[config.mk]
export PLATFORM = sky130hd
export DESIGN_NAME = encoder_speed_block_average
export DESIGN_NICKNAME = d
export VERILOG_FILES = /design/src/esba_pkg.sv /design/src/esba_div.sv /design/src/encoder_speed_block_average.sv
export SDC_FILE = /design/constraint.sdc
export NUM_CORES = 2
export LEC_CHECK = 0
export ABC_AREA = 1
export ABC_CLOCK_PERIOD_IN_PS = 15300
export BUFFER_PORTS_ARGS = -buffer_cell sky130_fd_sc_hd__buf_2
export CORE_ASPECT_RATIO = 0.9
export CORE_UTILIZATION = 63
export DETAILED_ROUTE_END_ITERATION = 12
export GPL_TIMING_DRIVEN = 0
export PLACE_DENSITY = 0.82
export SLEW_MARGIN = 20
export SYNTH_ARGS = -nofsm -noshare
export SYNTH_HDL_FRONTEND = slang
export SYNTH_SLANG_ARGS = --single-unit
[constraint.sdc]
create_clock -name clk_i -period 15.3 [get_ports clk_i]
set_input_delay 1.53 -clock clk_i [delete_from_list [all_inputs] [get_ports clk_i]]
set_output_delay 1.53 -clock clk_i [all_outputs]
set_load 0.01 [all_outputs]
[src/esba_pkg.sv]
// Shared types and constants of the encoder speed block average.
// Used by every module of the block; depends on nothing else.
package esba_pkg;

  localparam int CHANNELS        = 4;
  localparam int CHAN_W          = $clog2(CHANNELS);
  localparam int SPEED_FRAC_BITS = 8;

  localparam int TICK_W  = 32;
  localparam int STAMP_W = 32;
  localparam int SPEED_W = 48;
  localparam int SUM_W   = 56;
  localparam int CNT_W   = 8;
  localparam int IDLE_W  = 8;
  localparam int CFG_W   = 8;
  localparam int CFG_IDX_W = 1;

  localparam logic [63:0] SPEED_SCALE = 64'd1000000 << SPEED_FRAC_BITS;
  localparam int SCALE_W    = $clog2(SPEED_SCALE + 64'd1);
  localparam int DELTA_W    = TICK_W + 1;
  localparam int SPD_NUM_W  = DELTA_W + SCALE_W;
  localparam int DIV_NUM_W  = (SPD_NUM_W > SUM_W) ? SPD_NUM_W : SUM_W;
  localparam int DIV_DEN_W  = STAMP_W;
  localparam int DIV_Q_W    = SPEED_W;
  localparam int DIV_HI_W   = DIV_NUM_W - DIV_Q_W;
  localparam int DIV_CNT_W  = $clog2(DIV_Q_W);

  localparam logic [SPEED_W-1:0] SPEED_POS_LIM = {1'b0, {(SPEED_W-1){1'b1}}};
  localparam logic [SPEED_W-1:0] SPEED_NEG_LIM = {1'b1, {(SPEED_W-1){1'b0}}};

  localparam logic [CFG_W-1:0] WINDOW_LEN_RST = 8'd10;
  localparam logic [CFG_W-1:0] IDLE_LIMIT_RST = 8'd1;

  localparam logic [CFG_IDX_W-1:0] CFG_WINDOW_LEN = 1'b0;
  localparam logic [CFG_IDX_W-1:0] CFG_IDLE_LIMIT = 1'b1;

  localparam logic OP_SAMPLE  = 1'b0;
  localparam logic OP_PUBLISH = 1'b1;

  typedef struct packed {
    logic                     op;
    logic [STAMP_W-1:0]       stamp_us;
    logic signed [TICK_W-1:0] ticks_a;
    logic signed [TICK_W-1:0] ticks_b;
    logic signed [TICK_W-1:0] ticks_c;
    logic signed [TICK_W-1:0] ticks_d;
  } esba_in_t;

  typedef struct packed {
    logic [CHAN_W-1:0]         channel;
    logic signed [TICK_W-1:0]  position;
    logic signed [SPEED_W-1:0] inst_speed;
    logic                      avg_valid;
    logic signed [SPEED_W-1:0] avg_speed;
    logic                      last;
  } esba_out_t;

  typedef struct packed {
    logic                 start;
    logic [DIV_NUM_W-1:0] num;
    logic [DIV_DEN_W-1:0] den;
  } esba_div_req_t;

  typedef struct packed {
    logic               done;
    logic               ovf;
    logic [DIV_Q_W-1:0] quo;
  } esba_div_rsp_t;

  typedef enum logic [2:0] {
    ST_IDLE,
    ST_SPD_MUL,
    ST_SPD_LOAD,
    ST_SPD_DIV,
    ST_SPD_UPD,
    ST_PUB_EVAL,
    ST_PUB_DIV,
    ST_PUB_EMIT
  } esba_state_e;

endpackage

[src/esba_div.sv]
// Shared restoring divider, one quotient bit per cycle.
// Depends on esba_pkg for widths and the request and response structs.
module esba_div (
  input  logic                   clk_i,
  input  logic                   rst_ni,
  input  esba_pkg::esba_div_req_t req_i,
  output esba_pkg::esba_div_rsp_t rsp_o
);

  localparam int NumW = esba_pkg::DIV_NUM_W;
  localparam int DenW = esba_pkg::DIV_DEN_W;
  localparam int QW   = esba_pkg::DIV_Q_W;
  localparam int HiW  = esba_pkg::DIV_HI_W;
  localparam int CntW = esba_pkg::DIV_CNT_W;
  localparam int CmpW = (HiW > DenW) ? HiW : DenW;

  logic            busy_q;
  logic            done_q;
  logic            ovf_q;
  logic [CntW-1:0] cnt_q;
  logic [DenW-1:0] rem_q;
  logic [DenW-1:0] den_q;
  logic [QW-1:0]   work_q;

  logic [HiW-1:0]  num_hi;
  logic            ovf_start;
  logic [DenW:0]   shifted;
  logic [DenW:0]   diff;
  logic            q_bit;
  logic [DenW-1:0] rem_nxt;

  // A quotient that does not fit in QW bits shows up as a high part that is
  // not below the divisor.
  assign num_hi    = req_i.num[NumW-1:QW];
  assign ovf_start = CmpW'(num_hi) >= CmpW'(req_i.den);

  assign shifted = {rem_q, work_q[QW-1]};
  assign diff    = shifted - {1'b0, den_q};
  assign q_bit   = !diff[DenW];
  assign rem_nxt = q_bit ? diff[DenW-1:0] : shifted[DenW-1:0];

  always_ff @(posedge clk_i or negedge rst_ni) begin
    if (!rst_ni) begin
      busy_q <= 1'b0;
      done_q <= 1'b0;
      cnt_q  <= '0;
    end else begin
      done_q <= 1'b0;
      if (req_i.start) begin
        busy_q <= !ovf_start;
        done_q <= ovf_start;
        cnt_q  <= CntW'(QW - 1);
      end else if (busy_q) begin
        if (cnt_q == '0) begin
          busy_q <= 1'b0;
          done_q <= 1'b1;
        end else begin
          cnt_q <= cnt_q - CntW'(1);
        end
      end
    end
  end

  always_ff @(posedge clk_i) begin
    if (req_i.start) begin
      rem_q  <= DenW'(num_hi);
      work_q <= req_i.num[QW-1:0];
      den_q  <= req_i.den;
      ovf_q  <= ovf_start;
    end else if (busy_q) begin
      rem_q  <= rem_nxt;
      work_q <= {work_q[QW-2:0], q_bit};
    end
  end

  assign rsp_o.done = done_q;
  assign rsp_o.ovf  = ovf_q;
  assign rsp_o.quo  = work_q;

endmodule

[src/encoder_speed_block_average.sv]
// Top level of the four-channel encoder speed estimator with block averaging.
// Depends on esba_pkg and instantiates the shared divider esba_div.
//
// A sample beat (op 0) updates every channel in turn and returns nothing; a
// publish beat (op 1) returns one result beat per channel, channel 0 first.
// The block takes one input beat at a time and is not ready until it has
// finished that beat's work. Every division goes through one shared divider
// that produces one quotient bit per cycle. A sample beat divides once per
// channel when the time step is positive, and a publish beat divides once
// for each channel whose average is computed; a publish beat can also wait
// on the output side. A finished result beat waits in an output register,
// and a new input beat is taken while it waits.
module encoder_speed_block_average (
  input  logic                                clk_i,
  input  logic                                rst_ni,
  input  logic                                in_valid_i,
  output logic                                in_ready_o,
  input  esba_pkg::esba_in_t                  in_data_i,
  output logic                                out_valid_o,
  input  logic                                out_ready_i,
  output esba_pkg::esba_out_t                 out_data_o,
  input  logic                                cfg_we_i,
  input  logic [esba_pkg::CFG_IDX_W-1:0]      cfg_idx_i,
  input  logic [esba_pkg::CFG_W-1:0]          cfg_data_i
);

  localparam int Ch      = esba_pkg::CHANNELS;
  localparam int ChW     = esba_pkg::CHAN_W;
  localparam int TickW   = esba_pkg::TICK_W;
  localparam int StampW  = esba_pkg::STAMP_W;
  localparam int SpeedW  = esba_pkg::SPEED_W;
  localparam int SumW    = esba_pkg::SUM_W;
  localparam int CntW    = esba_pkg::CNT_W;
  localparam int IdleW   = esba_pkg::IDLE_W;
  localparam int CfgW    = esba_pkg::CFG_W;
  localparam int DeltaW  = esba_pkg::DELTA_W;
  localparam int SpdNumW = esba_pkg::SPD_NUM_W;
  localparam int DivNumW = esba_pkg::DIV_NUM_W;
  localparam int DivDenW = esba_pkg::DIV_DEN_W;

  esba_pkg::esba_state_e state_q, state_d;
  logic [ChW-1:0]        chan_q, chan_d;

  logic [CfgW-1:0]       window_len_q;
  logic [CfgW-1:0]       idle_limit_q;
  logic [StampW-1:0]     prev_stamp_q;

  logic [TickW-1:0]      prev_ticks_q   [Ch];
  logic [TickW-1:0]      prev_ticks_d   [Ch];
  logic [SpeedW-1:0]     speed_now_q    [Ch];
  logic [SpeedW-1:0]     speed_now_d    [Ch];
  logic [SumW-1:0]       speed_sum_q    [Ch];
  logic [SumW-1:0]       speed_sum_d    [Ch];
  logic [CntW-1:0]       sample_count_q [Ch];
  logic [CntW-1:0]       sample_count_d [Ch];
  logic                  fresh_flag_q   [Ch];
  logic                  fresh_flag_d   [Ch];
  logic [IdleW-1:0]      idle_ticks_q   [Ch];
  logic [IdleW-1:0]      idle_ticks_d   [Ch];

  logic                  out_valid_q, out_valid_d;
  esba_pkg::esba_out_t   out_data_q, out_data_d;

  esba_pkg::esba_in_t    item_q;
  logic                  dt_pos_q;
  logic [StampW-1:0]     dt_q;
  logic                  neg_q;
  logic [SpdNumW-1:0]    prod_q;

  esba_pkg::esba_div_req_t div_req;
  esba_pkg::esba_div_rsp_t div_rsp;

  logic                  in_acc;
  logic [StampW:0]       stamp_diff;
  logic [TickW-1:0]      cur_ticks;
  logic [DeltaW-1:0]     delta;
  logic [DeltaW-1:0]     delta_abs;
  logic [SpeedW-1:0]     spd_lim;
  logic [SpeedW-1:0]     spd_mag;
  logic [SpeedW-1:0]     spd_val;
  logic [SumW-1:0]       sum_cur;
  logic                  sum_neg;
  logic [SumW-1:0]       sum_mag;
  logic [SpeedW-1:0]     avg_val;
  logic                  wl_nz;
  logic                  need_avg;
  logic [IdleW-1:0]      idle_inc;
  logic                  last_chan;
  logic                  out_free;

  esba_div u_div (
    .clk_i  (clk_i),
    .rst_ni (rst_ni),
    .req_i  (div_req),
    .rsp_o  (div_rsp)
  );

  assign in_ready_o = (state_q == esba_pkg::ST_IDLE);
  assign in_acc     = in_valid_i && in_ready_o;
  assign stamp_diff = {1'b0, in_data_i.stamp_us} - {1'b0, prev_stamp_q};

  always_comb begin
    case (chan_q)
      ChW'(0):  cur_ticks = item_q.ticks_a;
      ChW'(1):  cur_ticks = item_q.ticks_b;
      ChW'(2):  cur_ticks = item_q.ticks_c;
      ChW'(3):  cur_ticks = item_q.ticks_d;
      default:  cur_ticks = '0;
    endcase
  end

  assign delta     = {cur_ticks[TickW-1], cur_ticks}
                   - {prev_ticks_q[chan_q][TickW-1], prev_ticks_q[chan_q]};
  assign delta_abs = delta[DeltaW-1] ? (DeltaW'(0) - delta) : delta;

  assign spd_lim = neg_q ? esba_pkg::SPEED_NEG_LIM : esba_pkg::SPEED_POS_LIM;
  assign spd_mag = (div_rsp.ovf || (div_rsp.quo > spd_lim)) ? spd_lim : div_rsp.quo;
  assign spd_val = !dt_pos_q ? '0 : (neg_q ? (SpeedW'(0) - spd_mag) : spd_mag);

  assign sum_cur = speed_sum_q[chan_q];
  assign sum_neg = sum_cur[SumW-1];
  assign sum_mag = sum_neg ? (SumW'(0) - sum_cur) : sum_cur;
  assign avg_val = sum_neg ? (SpeedW'(0) - div_rsp.quo) : div_rsp.quo;

  assign wl_nz     = (window_len_q != '0);
  assign need_avg  = wl_nz && fresh_flag_q[chan_q]
                     && (sample_count_q[chan_q] >= window_len_q);
  assign idle_inc  = (idle_ticks_q[chan_q] == '1) ? idle_ticks_q[chan_q]
                                                  : idle_ticks_q[chan_q] + IdleW'(1);
  assign last_chan = (chan_q == ChW'(Ch - 1));
  assign out_free  = !out_valid_q || out_ready_i;

  always_comb begin
    div_req.start = ((state_q == esba_pkg::ST_SPD_LOAD) && dt_pos_q)
                    || ((state_q == esba_pkg::ST_PUB_EVAL) && need_avg);
    if (state_q == esba_pkg::ST_PUB_EVAL) begin
      div_req.num = DivNumW'(sum_mag);
      div_req.den = DivDenW'(sample_count_q[chan_q]);
    end else begin
      div_req.num = DivNumW'(prod_q);
      div_req.den = dt_q;
    end
  end

  always_comb begin
    state_d        = state_q;
    chan_d         = chan_q;
    prev_ticks_d   = prev_ticks_q;
    speed_now_d    = speed_now_q;
    speed_sum_d    = speed_sum_q;
    sample_count_d = sample_count_q;
    fresh_flag_d   = fresh_flag_q;
    idle_ticks_d   = idle_ticks_q;
    out_valid_d    = out_valid_q && !out_ready_i;
    out_data_d     = out_data_q;

    unique case (state_q)
      esba_pkg::ST_IDLE: begin
        if (in_valid_i) begin
          chan_d  = '0;
          state_d = (in_data_i.op == esba_pkg::OP_SAMPLE) ? esba_pkg::ST_SPD_MUL
                                                          : esba_pkg::ST_PUB_EVAL;
        end
      end
      esba_pkg::ST_SPD_MUL: begin
        state_d = esba_pkg::ST_SPD_LOAD;
      end
      esba_pkg::ST_SPD_LOAD: begin
        state_d = dt_pos_q ? esba_pkg::ST_SPD_DIV : esba_pkg::ST_SPD_UPD;
      end
      esba_pkg::ST_SPD_DIV: begin
        if (div_rsp.done) begin
          state_d = esba_pkg::ST_SPD_UPD;
        end
      end
      esba_pkg::ST_SPD_UPD: begin
        prev_ticks_d[chan_q] = cur_ticks;
        speed_now_d[chan_q]  = spd_val;
        if (wl_nz && (sample_count_q[chan_q] != '1)) begin
          speed_sum_d[chan_q]    = speed_sum_q[chan_q]
                                   + {{(SumW - SpeedW){spd_val[SpeedW-1]}}, spd_val};
          sample_count_d[chan_q] = sample_count_q[chan_q] + CntW'(1);
        end
        fresh_flag_d[chan_q] = 1'b1;
        idle_ticks_d[chan_q] = '0;
        if (last_chan) begin
          state_d = esba_pkg::ST_IDLE;
        end else begin
          chan_d  = chan_q + ChW'(1);
          state_d = esba_pkg::ST_SPD_MUL;
        end
      end
      esba_pkg::ST_PUB_EVAL: begin
        state_d = need_avg ? esba_pkg::ST_PUB_DIV : esba_pkg::ST_PUB_EMIT;
      end
      esba_pkg::ST_PUB_DIV: begin
        if (div_rsp.done) begin
          state_d = esba_pkg::ST_PUB_EMIT;
        end
      end
      esba_pkg::ST_PUB_EMIT: begin
        if (out_free) begin
          out_valid_d           = 1'b1;
          out_data_d.channel    = chan_q;
          out_data_d.position   = prev_ticks_q[chan_q];
          out_data_d.inst_speed = speed_now_q[chan_q];
          out_data_d.avg_valid  = wl_nz && (fresh_flag_q[chan_q] ? need_avg
                                                                 : (idle_inc >= idle_limit_q));
          out_data_d.avg_speed  = need_avg ? avg_val : '0;
          out_data_d.last       = last_chan;
          speed_now_d[chan_q]   = '0;
          fresh_flag_d[chan_q]  = 1'b0;
          if (wl_nz) begin
            if (!fresh_flag_q[chan_q]) begin
              idle_ticks_d[chan_q] = idle_inc;
            end else begin
              idle_ticks_d[chan_q] = '0;
            end
          end
          if (need_avg) begin
            speed_sum_d[chan_q]    = '0;
            sample_count_d[chan_q] = '0;
          end
          if (last_chan) begin
            state_d = esba_pkg::ST_IDLE;
          end else begin
            chan_d  = chan_q + ChW'(1);
            state_d = esba_pkg::ST_PUB_EVAL;
          end
        end
      end
      default: begin
        state_d = esba_pkg::ST_IDLE;
      end
    endcase
  end

  always_ff @(posedge clk_i or negedge rst_ni) begin
    if (!rst_ni) begin
      state_q      <= esba_pkg::ST_IDLE;
      chan_q       <= '0;
      window_len_q <= esba_pkg::WINDOW_LEN_RST;
      idle_limit_q <= esba_pkg::IDLE_LIMIT_RST;
      prev_stamp_q <= '0;
      out_valid_q  <= 1'b0;
      for (int i = 0; i < Ch; i++) begin
        prev_ticks_q[i]   <= '0;
        speed_now_q[i]    <= '0;
        speed_sum_q[i]    <= '0;
        sample_count_q[i] <= '0;
        fresh_flag_q[i]   <= 1'b0;
        idle_ticks_q[i]   <= '0;
      end
    end else begin
      state_q        <= state_d;
      chan_q         <= chan_d;
      out_valid_q    <= out_valid_d;
      prev_ticks_q   <= prev_ticks_d;
      speed_now_q    <= speed_now_d;
      speed_sum_q    <= speed_sum_d;
      sample_count_q <= sample_count_d;
      fresh_flag_q   <= fresh_flag_d;
      idle_ticks_q   <= idle_ticks_d;
      if (in_acc && (in_data_i.op == esba_pkg::OP_SAMPLE)) begin
        prev_stamp_q <= in_data_i.stamp_us;
      end
      if (cfg_we_i) begin
        unique case (cfg_idx_i)
          esba_pkg::CFG_WINDOW_LEN: window_len_q <= cfg_data_i;
          esba_pkg::CFG_IDLE_LIMIT: idle_limit_q <= cfg_data_i;
        endcase
      end
    end
  end

  always_ff @(posedge clk_i) begin
    out_data_q <= out_data_d;
    if (in_acc) begin
      item_q   <= in_data_i;
      dt_pos_q <= !stamp_diff[StampW] && (stamp_diff[StampW-1:0] != '0);
      dt_q     <= stamp_diff[StampW-1:0];
    end
    if (state_q == esba_pkg::ST_SPD_MUL) begin
      neg_q  <= delta[DeltaW-1];
      prod_q <= SpdNumW'(delta_abs) * SpdNumW'(esba_pkg::SPEED_SCALE);
    end
  end

  assign out_valid_o = out_valid_q;
  assign out_data_o  = out_data_q;

endmodule

==> impl_metrics.py <==
metrics = {
    "timing": {
        "slew_headroom_pct": 18.0,
        "tightest_slew_ps": 1220,
        "finalCriticalPeriod_ps": 14850,
        "period_share_pct": 97.1,
        "final_max_slew_viol_count": 0,
        "fin_skew_ps": 21.2,
        "rsz0062_at_grt": "false",
        "whs_ps": 480,
        "fmax_mhz": 67.3,
        "setup_viol": 0,
        "hold_violations": 0,
    },
    "route": {
        "avgRoutedWirePerCell_um": 24.4,
        "routed_wirelength_um": 266000,
        "drtAntennaViolNets": 0,
        "vias_per_cell": 6.31,
        "firstDrtPassIters": 10,
        "via_count": 68700,
        "first_iter_violations": 10400,
        "drc": 0,
    },
    "synthesis": {
        "synth_area_per_cell_um2": 8.06,
        "synth_area_leaders": "dfrtp_1 (23%), edfxtp_1 (18%), nand2_1 (11%)",
        "async_reset_ff_share_pct": 59.8,
        "synth-warning-count": 0,
        "yosysMostFrequentCell": "nand2_1",
        "ys_seq_area_share_pct": 42.3,
        "synth_ff_type": "dfrtp_1",
        "syn_nets": 9574,
        "syn_inst": 8878,
        "synth_cell_type_count": 87,
        "syn_area_um2": 71600,
        "yosysTopAreaCellShare_pct": 23.5,
        "synth_seq_cells": 1128,
        "synth_commonest_cells": "nand2_1 (2055), inv_1 (1122), o21ai_0 (793), nor2_1 (713), dfrtp_1 (671)",
        "yosysTopAreaCell": "dfrtp_1",
        "synth_edf_count": 435,
    },
    "clocking": {
        "cts_tree": "built",
        "cts_sinks": 1128,
        "clk_pin_slew_ps": 60,
        "cts_hold_buf": 0,
        "cts_setup_buffers": 0,
        "clock_latency_ps": 770,
        "clock_path_buffers": 3,
        "htree_levels": 3,
        "root_buffer": "clkbuf_16",
        "cts-buffers-inserted": 113,
    },
    "global_route": {
        "grt_max_degree": 105,
        "grt_pass1_vias": 64800,
        "overflow": 0,
        "gr-usage-all-layers_pct": 45.9,
        "grt_pass1_wl_um": 394000,
        "antenna_found_initial": 19,
    },
    "critical_path": {
        "reg2reg_slack_ps": 450,
        "path_class": "reg2reg",
        "r2r-end": "prod_q[56]",
        "worst_path_most_repeated_cell": "inv_1",
        "arrival_ps": 15370,
        "critPathMaxFanout": 20,
        "r2r_cells": 47,
        "crit_slowest_cell": "clkbuf_2",
        "cp.required_ps": 15810,
        "critPathLaunchType": "flop",
        "r2r-start": "chan_q[0]",
        "worstSetupEndpointType": "flop",
        "slowest_delay_ps": 770,
    },
    "layout": {
        "areaGrowthSynthToFinish_pct": 10.9,
        "fin_util_pct": 71.0,
        "drive_gt1_share_pct": 8.79,
        "nets": 10000,
        "finalNonFillerCells": 10900,
        "final_area_um2": 79400,
    },
    "worst_hold_path": {
        "min_from": "speed_now_q[78]",
        "hold_path_class": "reg2reg",
        "hold_path_end": "speed_now_q[78]",
        "worstHoldPathCells": 2,
    },
    "place": {
        "io_buffers": 308,
        "detailed_place_hpwl_um": 205000,
        "globalplace.congestion": 1.05,
        "placed_cells": 10700,
        "dpl_cell_area_um2": 75500,
    },
    "run_status": {
        "outcome": "completed",
    },
    "job": {
        "timing.max_cap.violations": 0,
    },
    "floorplanning": {
        "die_h_um": 322,
        "fp-row-count": 116,
        "ioPinCount": 309,
        "die-area_um2": 115000,
        "core-area_um2": 112000,
        "start_util_pct": 64.0,
        "die_w_um": 357,
    },
}
==> state kept, by name, indices dropped and copies added, names as in the netlist, 2 cells and up, named ones only <==
signal	flops
chan_q	2
dt_q	32
idle_limit_q	8
idle_ticks_q	32
item_q	128
out_data_o	132
prev_stamp_q	32
prev_ticks_q	128
prod_q	47
sample_count_q	32
speed_now_q	192
speed_sum_q	224
state_q	3
u_div.cnt_q	6
u_div.den_q	32
u_div.rem_q	32
u_div.work_q	48
window_len_q	8
==> worst max path at each step <==
stage	start	end	slack (ps)	depth (start not counted)
finish	chan_q[0]	prod_q[56]	450	47
global route	chan_q[0]	prod_q[56]	130	47
CTS	chan_q[1]	prod_q[57]	20	50
detailed placement	chan_q[0]	prod_q[56]	-2070	49
global placement	chan_q[0]	prod_q[56]	-1820	50
floorplan	chan_q[0]	prod_q[57]	4300	53
==> area by class of cell <==
cell class                 count  area [um2]
fill                        8579       32500
clock buffer                 165        3290
multi-input combinational   6215       35300
clock inverter                49         532
sequential                  1128       30300
buffer                       360        1640
tap                         1475        1850
timing repair buffer         330        2070
inverter                    1169        4390
antenna                       11        27.5
==> what timing repair did <==
action	CTS	global route
gates resized for setup	21	6
setup endpoints to repair	34	26
pin swaps	0	0
==> cells in the final DEF (no fill, tap or decap), types with 34 or more instances in the layout <==
cell          n
ha_1        400
nor2_1      710
o211ai_1     45
o21a_1       66
buf_2       365
o21ai_1     133
nor2_2       34
a21oi_1     590
a32oi_1      70
nand4_1      66
nor3_1       81
xnor2_1      63
nand3_1     370
inv_1      1122
clkbuf_1    254
o22ai_1     108
clkbuf_16   118
dfrtp_1     671
a21o_1       36
nand2_1    2054
fa_1        119
a31oi_1      46
o21ai_0     770
edfxtp_1    435
inv_2        42
xor2_1      152
==> routing by layer <==
layer	wire length, um	GRT usage (%)	vias to the layer above
li1	-	-	30400
met1	98200	59.1	32400
met2	113000	68.1	5025
met3	33700	12.1	912
met4	20800	30.4	2
met5	11	0	-
==> cells by family after synthesis <==
group	share of synthesized area (%)
AOI/OAI and AO/OA	16.0
buffers and inverters	8.43
muxes	0.0594
xor gates and xnor gates	2.87
DFF	42.3
and+or+nand+nor	19.9
adders and majority gates	10.4
==> worst max-delay path: cells and delay by family, from the launching register on <==
family	cells	cell delay, ps
AO/OA/AOI/OAI	13	3810
buffers and inverters	18	4950
flip-flops	1	660
AND/OR/NAND/NOR	6	870
XOR/XNOR	1	150
adder cells (fa/ha/maj)	9	4070
==> metrics by stage <==
| step | setup TNS [ps] | setup WS (ps) |
|---|---|---|
| after floorplan | 0 | 4300 |
| after global placement | -944230 | -1820 |
| after detailed placement | -48160 | -2070 |
| after CTS | 0 | 21.8 |
| after global routing | 0 | 135 |
| final | 0 | 446 |
Power is not shown: default switching activity piles up to over one toggle a cycle in this logic, so the estimate is an artifact.
